$ cat config.mk
export PLATFORM = sky130hd
export DESIGN_NAME = uhr_ctrl
export DESIGN_NICKNAME = d
export VERILOG_FILES = /design/src/hdl/uhr_pkg.sv /design/src/hdl/uhr_ctrl.sv
export SDC_FILE = /design/constraint.sdc
export NUM_CORES = 1
export LEC_CHECK = 0
export ABC_CLOCK_PERIOD_IN_PS = 7700
export BUFFER_PORTS_ARGS = -buffer_cell sky130_fd_sc_hd__buf_2
export CELL_PAD_IN_SITES_DETAIL_PLACEMENT = 0
export CELL_PAD_IN_SITES_GLOBAL_PLACEMENT = 1
export CORE_ASPECT_RATIO = 0.9
export CORE_MARGIN = 2
export CORE_UTILIZATION = 38
export CTS_BUF_LIST = sky130_fd_sc_hd__clkbuf_8
export CTS_CLUSTER_SIZE = 25
export DETAILED_ROUTE_END_ITERATION = 6
export MAX_ROUTING_LAYER = met4
export PLACE_DENSITY_LB_ADDON = 0.15
export SLEW_MARGIN = 20
export SYNTH_ARGS = -nofsm -noshare
export SYNTH_HDL_FRONTEND = slang
export SYNTH_SLANG_ARGS = --single-unit
$ cat constraint.sdc
create_clock -name clk -period 7.7 [get_ports clk]
set_clock_uncertainty 0.05 [all_clocks]
set_input_delay 0.385 -clock clk [delete_from_list [all_inputs] [get_ports clk]]
set_output_delay 0.385 -clock clk [all_outputs]
set_load 0.02 [all_outputs]
$ cat src/hdl/uhr_pkg.sv
// ----------------------------------------------------------------------------
// uhr_pkg
// Shared sizes, codes and types of the undo history ring.
// ----------------------------------------------------------------------------
package uhr_pkg;

    localparam int HISTORY_DEPTH = 128;
    localparam int BOARD_BYTES   = 49;

    localparam int HIST_ENTRIES = HISTORY_DEPTH * BOARD_BYTES;
    localparam int HADDR_W      = (HIST_ENTRIES > 1) ? $clog2(HIST_ENTRIES) : 1;
    localparam int POS_W        = (BOARD_BYTES > 1) ? $clog2(BOARD_BYTES) : 1;
    localparam int TOP_W        = $clog2(HISTORY_DEPTH);
    localparam int COUNT_W      = $clog2(HISTORY_DEPTH + 1);

    localparam logic [1:0] CMD_CLEAR = 2'd0;
    localparam logic [1:0] CMD_PUSH  = 2'd1;
    localparam logic [1:0] CMD_UNDO  = 2'd2;

    typedef enum logic [1:0] {
        ST_BYTE   = 2'd0,
        ST_STORED = 2'd1,
        ST_DUP    = 2'd2,
        ST_EMPTY  = 2'd3
    } status_t;

    typedef enum logic [2:0] {
        S_IDLE,
        S_PAD,
        S_DECIDE,
        S_COPY,
        S_RESULT,
        S_UNDO
    } state_t;

    typedef struct packed {
        logic               we;
        logic [HADDR_W-1:0] waddr;
        logic [7:0]         wdata;
        logic               re;
        logic [HADDR_W-1:0] raddr;
    } hist_req_t;

    typedef struct packed {
        logic             we;
        logic [POS_W-1:0] waddr;
        logic [7:0]       wdata;
        logic             re;
        logic [POS_W-1:0] raddr;
    } stage_req_t;

    typedef struct packed {
        status_t    status;
        logic [7:0] data;
        logic       eor;
        logic [7:0] held;
    } result_t;

endpackage

$ cat src/hdl/uhr_ctrl.sv
// ----------------------------------------------------------------------------
// uhr_ctrl
// Sequencer of the undo history ring: push compare, padding, commit copy and
// undo readout over the history and staging memories.
// ----------------------------------------------------------------------------
module uhr_ctrl (
    input  logic                clk,
    input  logic                rst_n,
    input  logic                in_valid,
    output logic                in_ready,
    input  logic [1:0]          cmd,
    input  logic [7:0]          board_byte,
    input  logic                last,
    input  logic                out_free,
    output logic                res_load,
    output uhr_pkg::result_t    res,
    output uhr_pkg::hist_req_t  hist_req,
    input  logic [7:0]          hist_rdata,
    output uhr_pkg::stage_req_t stage_req,
    input  logic [7:0]          stage_rdata
);

    uhr_pkg::state_t             state_reg, state_next;
    logic [uhr_pkg::TOP_W-1:0]   top_reg, top_next;
    logic [uhr_pkg::COUNT_W-1:0] count_reg, count_next;
    logic [uhr_pkg::POS_W-1:0]   pos_reg, pos_next;
    logic                        differs_reg, differs_next;
    logic                        cmp_valid_reg, cmp_valid_next;
    logic [7:0]                  cmp_byte_reg, cmp_byte_next;
    uhr_pkg::status_t            res_status_reg, res_status_next;

    logic [uhr_pkg::TOP_W-1:0]   prev_slot;
    logic [uhr_pkg::TOP_W-1:0]   top_inc;
    logic [uhr_pkg::HADDR_W-1:0] prev_base;
    logic [uhr_pkg::HADDR_W-1:0] top_base;
    logic [uhr_pkg::HADDR_W-1:0] pos_ext;
    logic [uhr_pkg::POS_W-1:0]   pos_inc;
    logic                        pos_last;
    logic                        empty;
    logic                        cmp_hit;
    logic                        differs_now;

    // The newest entry sits one slot below the top, wrapping below slot zero.
    assign prev_slot = (top_reg == '0) ? uhr_pkg::TOP_W'(uhr_pkg::HISTORY_DEPTH - 1)
                                       : top_reg - uhr_pkg::TOP_W'(1);
    assign top_inc   = (top_reg == uhr_pkg::TOP_W'(uhr_pkg::HISTORY_DEPTH - 1))
                       ? '0 : top_reg + uhr_pkg::TOP_W'(1);
    assign prev_base = uhr_pkg::HADDR_W'(prev_slot)
                       * uhr_pkg::HADDR_W'(uhr_pkg::BOARD_BYTES);
    assign top_base  = uhr_pkg::HADDR_W'(top_reg)
                       * uhr_pkg::HADDR_W'(uhr_pkg::BOARD_BYTES);
    assign pos_ext   = uhr_pkg::HADDR_W'(pos_reg);
    assign pos_inc   = pos_reg + uhr_pkg::POS_W'(1);
    assign pos_last  = (pos_reg == uhr_pkg::POS_W'(uhr_pkg::BOARD_BYTES - 1));
    assign empty     = (count_reg == '0);

    // The compare issued in the previous cycle resolves against the read data now.
    assign cmp_hit     = cmp_valid_reg && (empty || (hist_rdata != cmp_byte_reg));
    assign differs_now = differs_reg || cmp_hit;

    always_ff @(posedge clk or negedge rst_n)
    begin
        if (!rst_n)
        begin
            state_reg      <= uhr_pkg::S_IDLE;
            top_reg        <= '0;
            count_reg      <= '0;
            pos_reg        <= '0;
            differs_reg    <= 1'b0;
            cmp_valid_reg  <= 1'b0;
            res_status_reg <= uhr_pkg::ST_DUP;
        end
        else
        begin
            state_reg      <= state_next;
            top_reg        <= top_next;
            count_reg      <= count_next;
            pos_reg        <= pos_next;
            differs_reg    <= differs_next;
            cmp_valid_reg  <= cmp_valid_next;
            res_status_reg <= res_status_next;
        end
    end

    always_ff @(posedge clk)
    begin
        cmp_byte_reg <= cmp_byte_next;
    end

    always_comb
    begin
        state_next      = state_reg;
        top_next        = top_reg;
        count_next      = count_reg;
        pos_next        = pos_reg;
        differs_next    = differs_now;
        cmp_valid_next  = 1'b0;
        cmp_byte_next   = cmp_byte_reg;
        res_status_next = res_status_reg;
        in_ready        = 1'b0;
        res_load        = 1'b0;
        res.status      = res_status_reg;
        res.data        = '0;
        res.eor         = 1'b1;
        res.held        = 8'(count_reg);
        hist_req        = '0;
        stage_req       = '0;

        unique case (state_reg)
            uhr_pkg::S_IDLE:
            begin
                in_ready = 1'b1;
                if (in_valid)
                begin
                    unique case (cmd)
                        uhr_pkg::CMD_CLEAR:
                        begin
                            top_next     = '0;
                            count_next   = '0;
                            pos_next     = '0;
                            differs_next = 1'b0;
                        end
                        uhr_pkg::CMD_PUSH:
                        begin
                            stage_req.we    = 1'b1;
                            stage_req.waddr = pos_reg;
                            stage_req.wdata = board_byte;
                            hist_req.re     = 1'b1;
                            hist_req.raddr  = prev_base + pos_ext;
                            cmp_valid_next  = 1'b1;
                            cmp_byte_next   = board_byte;
                            if (pos_last)
                            begin
                                state_next = uhr_pkg::S_DECIDE;
                            end
                            else
                            begin
                                pos_next = pos_inc;
                                if (last)
                                begin
                                    state_next = uhr_pkg::S_PAD;
                                end
                            end
                        end
                        uhr_pkg::CMD_UNDO:
                        begin
                            pos_next     = '0;
                            differs_next = 1'b0;
                            if (empty)
                            begin
                                res_status_next = uhr_pkg::ST_EMPTY;
                                state_next      = uhr_pkg::S_RESULT;
                            end
                            else
                            begin
                                count_next     = count_reg - uhr_pkg::COUNT_W'(1);
                                top_next       = prev_slot;
                                hist_req.re    = 1'b1;
                                hist_req.raddr = prev_base;
                                state_next     = uhr_pkg::S_UNDO;
                            end
                        end
                        default:
                        begin
                        end
                    endcase
                end
            end

            uhr_pkg::S_PAD:
            begin
                stage_req.we    = 1'b1;
                stage_req.waddr = pos_reg;
                stage_req.wdata = '0;
                hist_req.re     = 1'b1;
                hist_req.raddr  = prev_base + pos_ext;
                cmp_valid_next  = 1'b1;
                cmp_byte_next   = '0;
                if (pos_last)
                begin
                    state_next = uhr_pkg::S_DECIDE;
                end
                else
                begin
                    pos_next = pos_inc;
                end
            end

            uhr_pkg::S_DECIDE:
            begin
                pos_next     = '0;
                differs_next = 1'b0;
                if (empty || differs_now)
                begin
                    stage_req.re    = 1'b1;
                    stage_req.raddr = '0;
                    state_next      = uhr_pkg::S_COPY;
                end
                else
                begin
                    res_status_next = uhr_pkg::ST_DUP;
                    state_next      = uhr_pkg::S_RESULT;
                end
            end

            uhr_pkg::S_COPY:
            begin
                hist_req.we    = 1'b1;
                hist_req.waddr = top_base + pos_ext;
                hist_req.wdata = stage_rdata;
                if (pos_last)
                begin
                    pos_next        = '0;
                    top_next        = top_inc;
                    if (count_reg != uhr_pkg::COUNT_W'(uhr_pkg::HISTORY_DEPTH))
                    begin
                        count_next = count_reg + uhr_pkg::COUNT_W'(1);
                    end
                    res_status_next = uhr_pkg::ST_STORED;
                    state_next      = uhr_pkg::S_RESULT;
                end
                else
                begin
                    stage_req.re    = 1'b1;
                    stage_req.raddr = pos_inc;
                    pos_next        = pos_inc;
                end
            end

            uhr_pkg::S_RESULT:
            begin
                if (out_free)
                begin
                    res_load   = 1'b1;
                    state_next = uhr_pkg::S_IDLE;
                end
            end

            uhr_pkg::S_UNDO:
            begin
                res.status = uhr_pkg::ST_BYTE;
                res.data   = hist_rdata;
                res.eor    = pos_last;
                // The read data register holds while the output side stalls.
                if (out_free)
                begin
                    res_load = 1'b1;
                    if (pos_last)
                    begin
                        pos_next   = '0;
                        state_next = uhr_pkg::S_IDLE;
                    end
                    else
                    begin
                        hist_req.re    = 1'b1;
                        hist_req.raddr = top_base + uhr_pkg::HADDR_W'(pos_inc);
                        pos_next       = pos_inc;
                    end
                end
            end

            default:
            begin
                state_next = uhr_pkg::S_IDLE;
            end
        endcase
    end

endmodule

### Yosys cells after proc, flatten, opt, wreduce, memory -nomap -nowiden

Index checks and enable logic that the tools add are counted.
W data, S select, Z words.

| storage, ports and cells | value |
|---|---|
| flip-flop bits (word level) | 36 |
| output and inout bits | 79 |
| word-level logic and storage cells | 128 |

| cells by class | value |
|---|---|
| add/sub/neg operators | 8 |
| multipliers | 2 |
| equal/unequal tests | 27 |
| muxes and demuxes | 63 |
| reductions and logical operators | 20 |

Operators with widths:

| cell | number |
|---|---|
| $mux W14 | 4 |
| $mux W7 | 7 |
| $mux W8 | 6 |
| $pmux W8 S2 | 3 |
| $pmux W14 S3 | 1 |
| $pmux W7 S2 | 3 |
| $add A13 B6 Y13 | 3 |
| $mux W15 | 2 |
| $pmux W15 S2 | 1 |
| $pmux W6 S5 | 1 |
| $pmux W14 S2 | 1 |
| $mux W3 | 9 |
| $mul A7 B6 Y13 const B | 2 |
| $mux W6 | 4 |
| $mux W22 | 1 |
| $ne A2 B2 Y1 const B | 9 |
| $pmux W3 S6 | 1 |
| $pmux W6 S2 | 1 |
| $reduce_and A6 Y1 | 2 |
| $mux W11 | 1 |
| $mux W2 | 5 |
| $add A8 B1 Y8 const B | 1 |
| $logic_not A8 Y1 | 1 |
| $mux W1 | 8 |
| 34 further kinds | 43 |

### Depth between registers and ports, before layout

| depth | value |
|---|---|
| word-level depth | 7 |
| mapped depth | 17 |

### Worst setup path before layout

No wires, ideal clock.

| timing path | value |
|---|---|
| path kind | reg-to-output |
| from | reg top_reg[0] (netlist name) |
| to | out hist_req[12] (netlist name) |
| arrival time | 4.310 ns |
| path slack | 2.955 ns |
| cell stages (with the launch flop) | 17 |
| cells stage by stage | dfrtp_1 inv_1 ha_1 nand4b_1 nand2_1 ha_1 ha_1 xor2_1 ha_1 ha_1 fa_1 xor2_1 nand2_1 or4_1 nor2_1 xnor2_1 o221ai_1 |

RTL lines:

| what | line | RTL |
|---|---|---|
| from (decl) | uhr_ctrl.sv:24 | `logic [uhr_pkg::TOP_W-1:0] top_reg, top_next;` |
| from (signal assigned) | uhr_ctrl.sv:76 | `top_reg <= top_next;` |
| to (decl) | uhr_ctrl.sv:17 | `output uhr_pkg::hist_req_t hist_req,` |

==> flow_summary.toml <==
[status]
status = "finished, final reports clean"

[worst_setup_path]
arrival_ns = 5.26
slowest_delay_ns = 0.60
path_common_cell = "ha_1"
cp-end-kind = "output pin"
crit_buf_inv = 2
path_depth = 18
cp_data_required_time_ns = 7.26
reg2regPathDepth = 6
worst_path_dominant_cell_family = "adder cells"
slowest_stage = "dfrtp_1"
worst-r2r-setup-slack_ns = 4.80
startpoint_type = "flop"
worstSetupPathType = "reg2out"
startpoint = "top_reg[0]$_DFFE_PN0P_"
r2r-end = "count_reg[6]$_DFFE_PN0P_"
critPathMaxFanout = 11
crit_chain = "inv_1 > ha_1 > nand4b_1 > nand2_1 > ha_1 > ha_1 > xor2_1 > ha_1 > ha_1 > fa_1 > a21o_1 > a21oi_1 > xnor2_1 > nor4b_1 > xor2_1 > a22oi_1 > o21ai_0 > buf_2"
cp-endpoint = "hist_req[11]"
worst_r2r_startpoint = "state_reg[1]$_DFFE_PN0P_"

[synthesis]
synth_xor_area_share_pct = 9.29
synthTopCellsByCount = "84 x ha_1, 56 x nand2_1, 54 x nor2_1, 51 x o21ai_0, 43 x inv_1"
synth_fa_ha_area_share_pct = 22.4
ys_warn_count = 0
yosysTopAreaCell = "ha_1"
synth_edf_count = 8
post-synth-top-count-cell = "ha_1"
synthesis.nets = 785
syn_area_sq_um = 5280
ys_types = 73
synth-compound-area-share_pct = 21.0
synth_area_leaders = "ha_1 20%, dfrtp_1 13%, o21ai_0 4.8%"
avgSynthCellArea_sq_um = 7.95
synth_top_family_by_area = "simple AND/OR/NAND/NOR gates"
synth-seq-area-share_pct = 17.8
synthMuxAreaShare_pct = 0.379
synthCells = 664
synthSimpleGateAreaFrac_pct = 23.8
ys_async_sr_fraction_pct = 77.8
yosys_register_bits = 36
synth_ff_type = "dfrtp_1"
synth.top_cell.area_share_pct = 19.9

[floorplanning]
fp.dieW_um = 128
fp-row-count = 40
ios = 110
start_util_pct = 39.2
dieArea_sq_um = 14900
die-height_um = 116
core_area_sq_um = 13500

[detailed_routing]
viasPerCell = 5.48
final_antenna_net_count = 0
vias = 5078
drcViolationCount = 0
wire_per_inst_um = 16.5
routed_wl_mm = 15.3
drt_iter0_markers = 294
dr.pass1.iters = 5

[place]
gp_congestion = 0.923
pre_cts_ws_ns = 2.36
portBuffers = 109
place_inst = 918
hpwl_mm = 12.1

[sta]
setup_violations = 0
maxSlewHeadroom_pct = 45.3
timing.final.max_slew_violations = 0
clock.fmax_ghz = 0.176
fin_crit_ns = 5.70
finalCritPeriodShare_pct = 74.0
rsz0062_at_grt = "false"
timing.setup.tns_ns = 0
timing.final.ws_setup_ns = 2.00
hold_violations = 0
tightest_slew_ns = 0.821

[clocking]
clock_sinks = 36
clk_latency_ns = 0.31
ctsRootBufferMaster = "clkbuf_8"
clockBufferDepth = 2
postCtsSetupBuffers = 0
post_cts_resized = 0
cts_tree = "done"
cts_hold_buf = 0
cts_buffers = 5
htreeDepth = 2
clk_pin_slew_worst_paths_ns = 0.08

[hold_path]
hold_path.class = "in2async"

[layout]
final_nets = 878
synthToLayoutAreaGrowth_pct = 13.7
drive_gt1_share_pct = 17.9
n_antenna_cell = 0
stdcell_count = 926
nFillCells = 1384

[grt]
globalRoute.totalOverflow = 0
track_usage_pct = 20.9
grt_max_degree = 29
antenna_found_initial = 0
grt_pass1_vias = 4596
grt_first_pass_wirelength_mm = 23.9

[flow_run]
max-cap-violations = 0
## how the worst min path moves through the flow
stage,to,startpoint
2_1_floorplan,cmp_valid_reg$_DFF_PN0_,rst_n
3_3_place_gp,differs_reg$_DFF_PN0_,rst_n
3_5_place_dp,differs_reg$_DFF_PN0_,rst_n
4_1_cts,res_status_reg[0]$_DFFE_PN0P_,rst_n
5_1_grt,res_status_reg[0]$_DFFE_PN0P_,rst_n
6_report,res_status_reg[0]$_DFFE_PN0P_,rst_n
## cells in the final DEF, fill, tap and decap left out, types with 4 or more instances in the layout
cell	n
fa_1	6
clkbuf_8	5
a21o_1	15
a22o_1	4
o21bai_1	4
o221ai_1	6
nand2b_1	8
nor3_1	16
inv_1	45
nand2_1	56
dfrtp_1	27
a211oi_1	9
nor2_1	54
and3_1	22
o21a_1	4
nor2b_1	18
nand3_1	14
buf_2	109
and2_1	24
a31oi_1	5
a21oi_1	35
edfxtp_1	8
xor2_1	27
o21ai_0	51
a22oi_1	7
ha_1	84
xnor2_1	29
o21ai_1	6
or3_1	4
## area by class of cell
cell class / count / area [sq um] / share of cell area (%)
Sequential cell: 36 / 942 / 15.7
Clock inverter: 3 / 12.5 / 0.208
Tap cell: 168 / 210 / 3.50
Clock buffer: 5 / 68.8 / 1.15
Timing Repair Buffer: 109 / 546 / 9.09
Inverter: 44 / 165 / 2.75
Multi-Input combinational cell: 561 / 4060 / 67.6
## through the flow
stage | hold slack (ns) | utilization [%] | area [sq um]
after CTS | 0.0914 | 44.6 | 6000
final | 0.0780 | 44.6 | 6000
after detailed placement | 0.424 | 44.0 | 5920
after global placement | 0.430 | 44.0 | 5920
after floorplan | 0.0394 | - | 5280
after global routing | 0.111 | 44.6 | 6000
## per-layer routing
metal / GRT usage (%) / vias up / share of wire [%]
met5: - / - / 0
met4: 4.62 / 0 / 1.2
met3: 2.49 / 16 / 4.3
met2: 30.8 / 123 / 43
met1: 30.5 / 2396 / 51
li1: - / 2543 / -
## cell families (layout without fill, tap and decap cells)
| family | Yosys count | after routing |
|---|---|---|
| and+or+nand+nor | 239 | 239 |
| AOI/OAI and AO/OA | 173 | 173 |
| adders and majority gates | 91 | 91 |
| buffers and inverters | 67 | 161 |
| xor gates and xnor gates | 56 | 56 |
| DFF | 36 | 36 |
| muxes | 2 | 2 |
Power is left out: the tool's default activity adds up to more than one toggle a clock period on the data nets, which glitch-free logic cannot reach.
