===== src/hdl/uhr_ram.sv =====
// ----------------------------------------------------------------------------
// uhr_ram
// Generic simple dual-port RAM: one write port, one registered read port.
// ----------------------------------------------------------------------------
module uhr_ram #(
    parameter int WIDTH = 8,
    parameter int DEPTH = 64,
    localparam int ADDR_W = (DEPTH > 1) ? $clog2(DEPTH) : 1
) (
    input  logic              clk,
    input  logic              we,
    input  logic [ADDR_W-1:0] waddr,
    input  logic [WIDTH-1:0]  wdata,
    input  logic              re,
    input  logic [ADDR_W-1:0] raddr,
    output logic [WIDTH-1:0]  rdata
);

    logic [WIDTH-1:0] mem [DEPTH];
    logic [WIDTH-1:0] rdata_reg;

    always_ff @(posedge clk)
    begin
        if (we)
        begin
            mem[waddr] <= wdata;
        end
        if (re)
        begin
            rdata_reg <= mem[raddr];
        end
    end

    assign rdata = rdata_reg;

endmodule


===== config.mk =====
export PLATFORM = sky130hd
export DESIGN_NAME = uhr_ram
export DESIGN_NICKNAME = d
export VERILOG_FILES = /design/src/hdl/uhr_ram.sv
export SDC_FILE = /design/constraint.sdc
export NUM_CORES = 1
export LEC_CHECK = 0
export BUFFER_PORTS_ARGS = -buffer_cell sky130_fd_sc_hd__buf_2
export CAP_MARGIN = 20
export CORE_MARGIN = 2
export CORE_UTILIZATION = 50
export CTS_CLUSTER_SIZE = 8
export DETAILED_ROUTE_END_ITERATION = 12
export GPL_TIMING_DRIVEN = 0
export PLACE_DENSITY = 0.67
export SYNTH_ARGS = -nofsm -noshare
export SYNTH_HDL_FRONTEND = slang
export SYNTH_SLANG_ARGS = --single-unit

===== constraint.sdc =====
create_clock -name clk -period 4.1 [get_ports clk]
set_input_delay 0.82 -clock clk [delete_from_list [all_inputs] [get_ports clk]]
set_output_delay 0.82 -clock clk [all_outputs]
set_load 0.05 [all_outputs]

=== After elaboration in Yosys (flattened, before gate mapping) ===
Memories as Yosys holds them, arrays and structs flattened. A register that Yosys moved wholly into a read port is not among the register bits.
Index checks and enable logic that the tools add are counted.

* Register bits after elaboration: 0
* Bits in writable memories: 512
* Input port bits: 23
* Output and inout port bits: 8
* Logic and storage cells: 3
* Memories: 1

* Multiplexer cells: 2

{| class="wikitable"
|+ Memory list
! memory !! words !! bits a word !! rd ports !! clocked after Yosys merged registers in !! wr ports !! RTL line !! RTL
|-
| mem || 64 || 8 || 1 || 1 || 1 || 19 || <nowiki>logic [WIDTH-1:0] mem [DEPTH];</nowiki>
|}

{| class="wikitable"
|+ Operators by type and width
! cell !! count
|-
| $mux 1 || 2
|}

=== Depth between registers and ports, before layout ===
Gate-level depths: netlist (run 1).

* Word-level depth: 2
* Depth in mapped cells: 9
* Mapped depth without buffers: 5

=== Least setup slack after synthesis (run 1) ===
OpenSTA, ideal clock, no wires.

* Kind: input port to flip-flop
* From: input port raddr[1]
* To: register rdata_reg[3] (netlist: rdata[3]), read port of mem, data pin
* Library setup time: 266 ps
* Data arrival time: 2360 ps
* Data required time: 3834 ps
* Path slack: 1474 ps
* Stages: 7
* Buffers on the path: 3
* Cell sequence: buf_4 -> buf_2 -> buf_2 -> mux4_2 -> mux4_2 -> o21ai_1 -> o41ai_1

{| class="wikitable"
|+ RTL lines
! item !! RTL line !! RTL
|-
| start: declaration || 15 || <nowiki>input logic [ADDR_W-1:0] raddr,</nowiki>
|-
| end: declaration || 20 || <nowiki>logic [WIDTH-1:0] rdata_reg;</nowiki>
|}

==> flow_summary_export.csv, run 1 <==
group,metric,value,unit
worst_setup_path,crit_required,4380,ps
yosys,synth.distinct_cells,39,
floorplan,pin_count,31,
layout,n_fill_cell,2899,
drt,first_pass_iters,5,
timing,grt_setup_unrepaired,"false",
yosys,synth_area_leader_cell,"edfxtp_1",
drt,wl_per_cell,30.1,um
clock_tree,clock_latency,600,ps
yosys,synth-xor-area-share,0,
timing,fin_crit_sh,0.789,
yosys,yosys.area_share.simple,0.0337,
yosys,synth_compound_area_frac,0.0206,
floorplan,rows,73,
clock_tree,post_cts.repair.setup_buffers,0,
layout,stdcell_count,1579,
clock_tree,clock-sinks,520,
global_routing,grt_max_degree,65,
timing,fin_skew,32.0,ps
timing,setup_tns,0,ps
drt,detail-route-antenna-nets,0,
global_routing,overflow,0,
timing,min_period,3240,ps
yosys,synth_edf_count,520,
status,status,"finished clean",
yosys,post-synth-top-area-fraction,0.771,
global_routing,grt_pass1_vias,10000,
timing,setup_viol,0,
placed_design,pre_cts_ws,315,ps
global_routing,antenna_found_initial,4,
clock_tree,cts_buffers,74,
clock_tree,cts-hold-fix-buffers,0,
yosys,ys_warn_count,0,
timing,slew_viol_final,0,
worst_setup_path,setup.worst_path.end_class,"register",
yosys,avgSynthCellArea,21.5,um^2
pwr,peakVddDrop,0.286,mV
worst_setup_path,crit_type,"primary input to register",
clock_tree,htreeDepth,3,
drt,drt_iter0_markers,1388,
hold_path,hp-class,"primary input to register",
timing,worst_slew_pin_slew,1020,ps
floorplan,fp.dieH,205,um
yosys,synth_top_family_by_area,"multiplexers",
yosys,synth.net_count,963,
yosys,ys_async_sr_fraction,0,
layout,area_delta_synth_final,14.4,%
pwr,power.total,0.0119,W
timing,finalHoldViolations,0,
timing,fmaxAchievable,309,MHz
yosys,syn-cell-area,20200,um^2
yosys,synth_fa_ha_area_frac,0,
floorplan,fp.dieW,205,um
layout,largest_reg_flops,512,
yosys,ys_seq_elements,520,
yosys,synth_cells,940,
layout,drive_above_1_share,0.270,
drt,num_vias,10100,
layout,nets,1071,
floorplan,start_util,0.508,
floorplan,fp.coreArea,39800,um^2
drt,avgViaCountPerCell,6.41,
timing,max_slew_margin,0.321,
yosys,synth_area_leaders,"edfxtp_1 (77%), mux4_2 (14%), nor2_1 (1.5%), mux2i_1 (1.1%), mux2_2 (0.72%)",
drt,routed_wl,47500,um
clock_tree,cts_tree,"done",
job,max_cap_violations,0,
clock_tree,ctsResizeCount,0,
placed_design,placement.io_buffers,22,
pwr,power_per_cell_area,512,nW/um^2
drt,wl_met1,19300,um
placed_design,gp_congestion,0.951,
worst_setup_path,worstSetupStartpointType,"primary input",
yosys,muxShareOfSynthArea,0.159,
placed_design,hpwl,29400,um
global_routing,track_usage,0.235,
worst_setup_path,worst_ep_arrival_time,3520,ps
drt,routed-wl-met2,22300,um
worst_setup_path,critical_path_peak_fanout,10,
placed_design,place_inst,1489,
floorplan,die-area,42100,um^2
clock_tree,cts_buffer_depth,3,
drt,wl_met3,4540,um
clock_tree,root_buffer,"clkbuf_16",
yosys,synth_ff_type,"edfxtp_1",
drt,drc,0,
global_routing,grt_first_pass_wirelength,69100,um
clock_tree,path_clk_slew,50,ps
timing,final.setup.worst_slack,865,ps
drt,dr.max_layer_used,"met5",
yosys,ys_seq_area_frac,0.771,
pwr,power.leakage,7.28,nW
-- worst paths after layout --
kind | from | to | slack, ps | cells after the start
min reg2reg | mem[6][7]$_DFFE_PP_ | rdata[7]$_DFFE_PP_ | 1020 | 4
max | raddr[1] | rdata[6]$_DFFE_PP_ | 860 | 8
min | wdata[6] | mem[8][6]$_DFFE_PP_ | 560 | 1
max reg2reg | mem[29][6]$_DFFE_PP_ | rdata[6]$_DFFE_PP_ | 1830 | 5
-- kinds of logic (layout without fill, tap and decap cells) --
family | Yosys count | after routing
other | 0 | 1
buffers and inverters | 51 | 164
flip-flops | 520 | 520
AND/OR/NAND/NOR | 153 | 153
multiplexers | 162 | 162
AO/OA/AOI/OAI | 54 | 54
-- routing by layer --
metal | vias up | global-route usage
met1 | 5353 | 0.344
li1 | 4126 | -
met2 | 540 | 0.356
met3 | 95 | 0.0515
met5 | - | 0
met4 | 4 | 0.0789
-- power by group --
part / switching, W / internal (W) / total [W]
combinational: 0.000398 / 0.000222 / 0.000619
sequential: 0.00000901 / 0.00591 / 0.00592
clock: 0.00207 / 0.00325 / 0.00532
total: 0.00247 / 0.00938 / 0.0119
-- synthesized netlist by cell type (all sizes together) (6+ instances only) --
master / number
edfxtp: 520
mux4: 126
nor2: 83
buf: 34
mux2i: 23
nand2: 19
clkbuf: 17
nor2b: 14
mux2: 13
nand3: 13
o221ai: 8
o22ai: 8
nand2b: 7
nor3: 7
a221oi: 6
-- through the flow --
step	area [um^2]	util	hold WS, ps
after floorplan	20200	-	797
after global placement	21000	0.528	1010
after detailed placement	21000	0.528	1020
after CTS	23000	0.577	617
after global routing	23200	0.582	568
final	23200	0.582	559
-- area by class of cell --
type	count	area, um^2	area share
clock buffers	76	1900	0.0821
clock inverters	5	66.3	0.00286
multi-input cells	369	4320	0.186
diodes	1	2.50	0.000108
plain buffers	51	317	0.0137
repair buffers	32	293	0.0126
well taps	525	657	0.0284
flip-flops and latches	520	15600	0.674
-- worst max-delay path, stage by stage --
cell	delay, ps
buf_4	180
buf_2	380
buf_1	800
nand2_1	370
o221ai_1	290
nor2_1	130
nor3_1	300
o32ai_1	230
-- cell usage in the layout (no fill, tap or decap), types with 3 or more instances in the layout --
cell and n:
edfxtp_1 520, mux4_2 126, nor2_1 83, clkbuf_16 76, buf_2 33, mux2i_1 23
nand2_1 19, clkbuf_1 17, buf_4 15, nor2b_1 14, mux2_2 13, nand3_1 13
buf_12 9, o221ai_1 8, o22ai_1 8, nand2b_1 7, nor3_1 7, a221oi_1 6
buf_6 4, buf_1 4, a211oi_1 4, nand3b_1 3, a21oi_1 3, a22oi_1 3
o2111ai_1 3, o2bb2ai_1 3, clkinv_8 3
(Power assumes the default switching activity.)
==> inputs of run 2 (changes only) <==
PLACE_DENSITY = 0.69   (was 0.67)
clock period = 2.9 ns   (was 4.1 ns; I/O delays follow)
==> run 2 against run 1 <==
Clock-buffer cell count did not move. Worst setup slack got worse by 860 ps. Clock power rose by 41%.
==> flow_summary_export.csv, run 2 (synthesis gave the netlist of run 1 again) <==
group,metric,value,unit
status,status,"finished clean",
drt,detail-route-antenna-nets,0,
floorplan,fp.dieW,205,um
floorplan,rows,73,
drt,num_vias,10000,
worst_setup_path,cp_top_family,"buffers and inverters",
drt,drc,0,
worst_setup_path,max_stage_delay,480,ps
timing,max_slew_margin,0.325,
placed_design,gp_congestion,0.942,
worst_setup_path,crit_required,3180,ps
timing,fmaxAchievable,345,MHz
placed_design,place_inst,1489,
timing,setup_tns,0,ps
timing,finalHoldViolations,0,
worst_setup_path,critical_path_peak_fanout,10,
pwr,power_per_cell_area,723,nW/um^2
timing,hold_slack,323,ps
floorplan,start_util,0.508,
worst_setup_path,path_cells,"buf_4 -> buf_2 -> buf_4 -> buf_2 -> mux4_2 -> mux2i_1 -> a21oi_1 -> o21ai_1 -> o41ai_1",
timing,worst_slew_pin_slew,1010,ps
timing,min_period,2900,ps
layout,n_antenna_cell,0,
global_routing,overflow,0,
global_routing,grt_first_pass_wirelength,68700,um
clock_tree,cts_buffer_depth,3,
global_routing,gr-max-usage-layer,"met2",
hold_path,min_path_cells,1,
clock_tree,htreeDepth,3,
layout,stdcell_count,1578,
drt,wl_per_cell,30.1,um
worst_setup_path,worst_ep_arrival_time,3180,ps
global_routing,met2_usage,0.363,
pwr,power.leakage,7.28,nW
layout,nets,1071,
clock_tree,post_cts.repair.setup_buffers,0,
timing,slew_viol_final,0,
global_routing,antenna_found_initial,1,
worst_setup_path,worstSetupStartpointType,"primary input",
timing,fin_crit_sh,1.00,
pwr,peakVddDrop,0.344,mV
clock_tree,path_clk_slew,40,ps
hold_path,hp-class,"primary input to register",
drt,drt_iter0_markers,1268,
worst_setup_path,crit_slowest_cell,"buf_2",
global_routing,track_usage,0.233,
floorplan,fp.dieH,205,um
timing,setup_viol,0,
placed_design,placement.io_buffers,22,
clock_tree,clock-sinks,520,
layout,largest_reg_flops,512,
clock_tree,root_buffer,"clkbuf_16",
global_routing,grt_pass1_vias,10100,
layout,area_delta_synth_final,14.4,%
layout,final_cell_mix,"edfxtp_1 (520), mux4_2 (126), nor2_1 (83)",
worst_setup_path,cp.depth,9,
layout,design_area,23200,um^2
drt,first_pass_iters,7,
timing,grt_setup_unrepaired,"false",
worst_setup_path,setup.worst_path.end_class,"register",
placed_design,placed_cell_area,21000,um^2
global_routing,gr-usage-met1,0.331,
layout,drive_above_1_share,0.272,
clock_tree,cts_tree,"done",
job,max_cap_violations,0,
drt,avgViaCountPerCell,6.34,
worst_setup_path,critPathBufInv,4,
worst_setup_path,crit_type,"primary input to register",
floorplan,die-area,42100,um^2
global_routing,use_met3,0.0472,
drt,routed_wl,47500,um
clock_tree,cts_buffers,74,
floorplan,pin_count,31,
timing,fin_skew,20.9,ps
global_routing,grt_max_degree,65,
pwr,power.total,0.0168,W
worst_setup_path,reg2regPathDepth,5,
clock_tree,clock_latency,580,ps
layout,final_common_cell,"edfxtp_1",
placed_design,hpwl,29600,um
floorplan,fp.coreArea,39800,um^2
run 2: changes by cell type in the layout (fill, tap and decap cells not counted):
cell      change
diode_2       -1
nand3_2       +1
buf_1         -1
inv_16        +1
inv_6         +1
nand3_1       -1
clkinv_8      -2
clkbuf_2      +1
run 2: per-layer routing:
metal	routed length, um	vias up
li1	-	4116
met1	18800	5201
met2	22600	589
met3	4620	101
met4	1440	2
met5	16	-
run 2: worst paths after layout:
check                                            to  slack [ps]            startpoint
worst min register to register   rdata[7]$_DFFE_PP_        1040   mem[5][7]$_DFFE_PP_
worst max-delay path             rdata[5]$_DFFE_PP_           1              raddr[1]
worst min-delay path            mem[9][6]$_DFFE_PP_         320              wdata[6]
worst max register to register   rdata[4]$_DFFE_PP_         650  mem[20][4]$_DFFE_PP_
run 2: area by class of cell:
class                           instances  area (um^2)
Timing Repair Buffer                   32          293
Clock inverter                          5         62.6
Clock buffer                           76         1900
Sequential cell                       520        15600
Buffer                                 51          318
Fill cell                            2876        16700
Multi-Input combinational cell        369         4320
Tap cell                              525          657
run 2: metrics by stage:
stage	setup WS [ps]	utilization
2_1_floorplan	514	-
3_3_place_gp	-621	0.528
3_5_place_dp	-632	0.528
4_1_cts	33.9	0.578
5_1_grt	2.85	0.582
6_report	1.01	0.582
run 2: report_power, final:
part | total [W] | leakage, nW | internal (W) | switching [W]
logic | 0.000877 | 1.63 | 0.000314 | 0.000564
registers | 0.00837 | 4.69 | 0.00836 | 0.0000136
clock network | 0.00750 | 0.967 | 0.00460 | 0.00291
run 2: timing repair:
action / 4_1_cts / 5_1_grt
gates resized for setup: 1 / 2
hold buffers: 0 / 0
endpoints found under the setup margin: 2 / 4
run 2: worst register-to-register path, cell delays in order, from the launching register on:
cell	delay, ps
edfxtp_1	370
mux4_2	480
mux2_2	300
o221a_2	290
nor3_1	310
o32ai_1	210
==> inputs of run 3 (changes only) <==
PLACE_DENSITY = 0.76   (was 0.69)
SKIP_LAST_GASP = 1   (was unset)
TNS_END_PERCENT = 1   (was unset)
==> run 3 against run 2 <==
The run now ends with setup timing left. First-iteration DRC count rose by 16%. Worst setup slack lost 45 ps. Clock power up 1%. Utilization is 0.082 points higher. Worst hold slack gained 16 ps. Global-route usage up 0.38 points. Sequential share of layout area decreased by 0.095 points. Final area is 0.14% higher. Critical path depth fell by 2. Die area is the same. Clock skew up 3.2 ps. Register-to-register slack got worse by 70 ps.
==> flow_summary_export.csv, run 3 (synthesis gave the netlist of run 1 again) <==
group,metric,value,unit
status,status,"finished with violations",
status,violations,"setup timing",
pwr,power_per_cell_area,726,nW/um^2
clock_tree,cts-hold-fix-buffers,0,
global_routing,grt_max_degree,65,
pwr,power.total,0.0168,W
clock_tree,path_clk_slew,50,ps
placed_design,gp_congestion,0.961,
global_routing,grt_first_pass_wirelength,70100,um
layout,ff_latch_area,15600,um^2
pwr,switching_share,0.209,
pwr,p_int,0.0133,W
drt,routed_wl,48300,um
global_routing,track_usage,0.237,
pwr,pwr-share-clk,0.451,
pwr,seqPwrFrac,0.497,
layout,final_cell_mix,"edfxtp_1 (520), mux4_2 (126), nor2_1 (83)",
floorplan,pin_count,31,
clock_tree,root_buffer,"clkbuf_16",
placed_design,placement.io_buffers,22,
timing,grt_setup_unrepaired,"true",
timing,slew_viol_final,0,
clock_tree,cts_buffers,74,
timing,final.setup.worst_slack,-43.9,ps
timing,setup_viol,2,
timing,max_slew_margin,0.327,
clock_tree,htreeDepth,3,
floorplan,rows,73,
worst_setup_path,setup.worst_path.end_class,"register",
worst_setup_path,worst_ep_arrival_time,3220,ps
drt,num_vias,10200,
pwr,peakVddDrop,0.401,mV
global_routing,use_met3,0.0711,
job,max_cap_violations,0,
floorplan,fp.coreArea,39800,um^2
timing,min_period,2940,ps
global_routing,grt_pass1_vias,10500,
timing,fmaxAchievable,340,MHz
global_routing,overflow,0,
layout,stdcell_count,1582,
clock_tree,cts_tree,"done",
pwr,combinationalPowerShare,0.052,
drt,detail-route-antenna-nets,0,
worst_setup_path,critical_path_peak_fanout,10,
drt,first_pass_iters,6,
layout,multi_input_area,4320,um^2
floorplan,fp.dieH,205,um
layout,largest_reg_flops,512,
drt,wl_per_cell,30.5,um
worst_setup_path,crit_type,"primary input to register",
global_routing,met2_usage,0.364,
timing,hold_slack,339,ps
layout,drive_above_1_share,0.271,
timing,worst_slew_pin_slew,1010,ps
pwr,switchingPower,0.00352,W
timing,fin_skew,24.1,ps
floorplan,fp.dieW,205,um
clock_tree,clock_latency,580,ps
layout,area_delta_synth_final,14.6,%
timing,fin_crit_sh,1.02,
hold_path,hp-class,"primary input to register",
timing,finalHoldViolations,0,
floorplan,start_util,0.508,
drt,drc,0,
global_routing,antenna_found_initial,4,
layout,design_area,23200,um^2
layout,final_common_cell,"edfxtp_1",
placed_design,hpwl,28800,um
global_routing,gr-usage-met1,0.319,
worst_setup_path,crit_required,3180,ps
placed_design,placed_cell_area,21000,um^2
placed_design,place_inst,1489,
clock_tree,clock-sinks,520,
clock_tree,cts_buffer_depth,3,
pwr,power.leakage,7.29,nW
layout,n_fill_cell,2752,
global_routing,gr-max-usage-layer,"met2",
worst_setup_path,worstSetupStartpointType,"primary input",
floorplan,die-area,42100,um^2
drt,drt_iter0_markers,1465,
drt,avgViaCountPerCell,6.46,
layout,nets,1071,
## run 3: changes by cell type in the layout (fill, tap and decap cells not counted), sizes merged
cell	delta
diode	+4
clkbuf	+1
clkinv	+3
inv	-4
## run 3: critical path, cell delays in order
cell      delay, ps
buf_2           210
buf_4           260
clkbuf_1        590
buf_2           550
o221ai_1        220
o21a_1          180
o41ai_1         620
## run 3: per-layer routing
metal  up-vias  wire length (um)
li1       4133                 -
met1      5226             17800
met2       733             22800
met3       133              5790
met4         0              1910
met5         -                 0
## run 3: layout make-up
class | count | area share
Sequential cell | 520 | 0.673
Multi-Input combinational cell | 369 | 0.186
Clock buffer | 77 | 0.0831
Tap cell | 525 | 0.0283
Buffer | 51 | 0.0137
Timing Repair Buffer | 32 | 0.0126
Clock inverter | 4 | 0.00280
Antenna cell | 4 | 0.000431
## run 3: what timing repair did
action                                  4_1_cts  5_1_grt
resized for setup                             1        1
gates cloned                                  0        0
endpoints found under the setup margin        1        4
buffers inserted                              0        0
## run 3: worst paths after layout
kind                                            from            endpoint  slack [ps]  cells after the start
worst max-delay path                        raddr[2]  rdata[3]$_DFFE_PP_         -40                      7
worst min-delay path                              re  rdata[4]$_DFFE_PP_         340                      1
worst max register to register  mem[20][4]$_DFFE_PP_  rdata[4]$_DFFE_PP_         580                      5
worst min register to register   mem[6][7]$_DFFE_PP_  rdata[7]$_DFFE_PP_        1060                      4
## run 3: metrics by stage
step	setup WS (ps)	TNS [ps]	utilization
after global placement	-519	-3030	0.528
after floorplan	514	0	-
after CTS	10.8	0	0.578
after detailed placement	-555	-3190	0.528
after global routing	-89.2	-151	0.582
final	-43.9	-81.6	0.583
## run 3: power by group through the flow
stage,registers (W),clock network (W),logic [W]
finish,0.00837,0.00758,0.000881
global route,0.00836,0.00794,0.000920
CTS,0.00838,0.00763,0.000844
detailed placement,0.00851,0,0.000836
global placement,0.00851,0,0.000816
floorplan,0.00854,0,0.000444
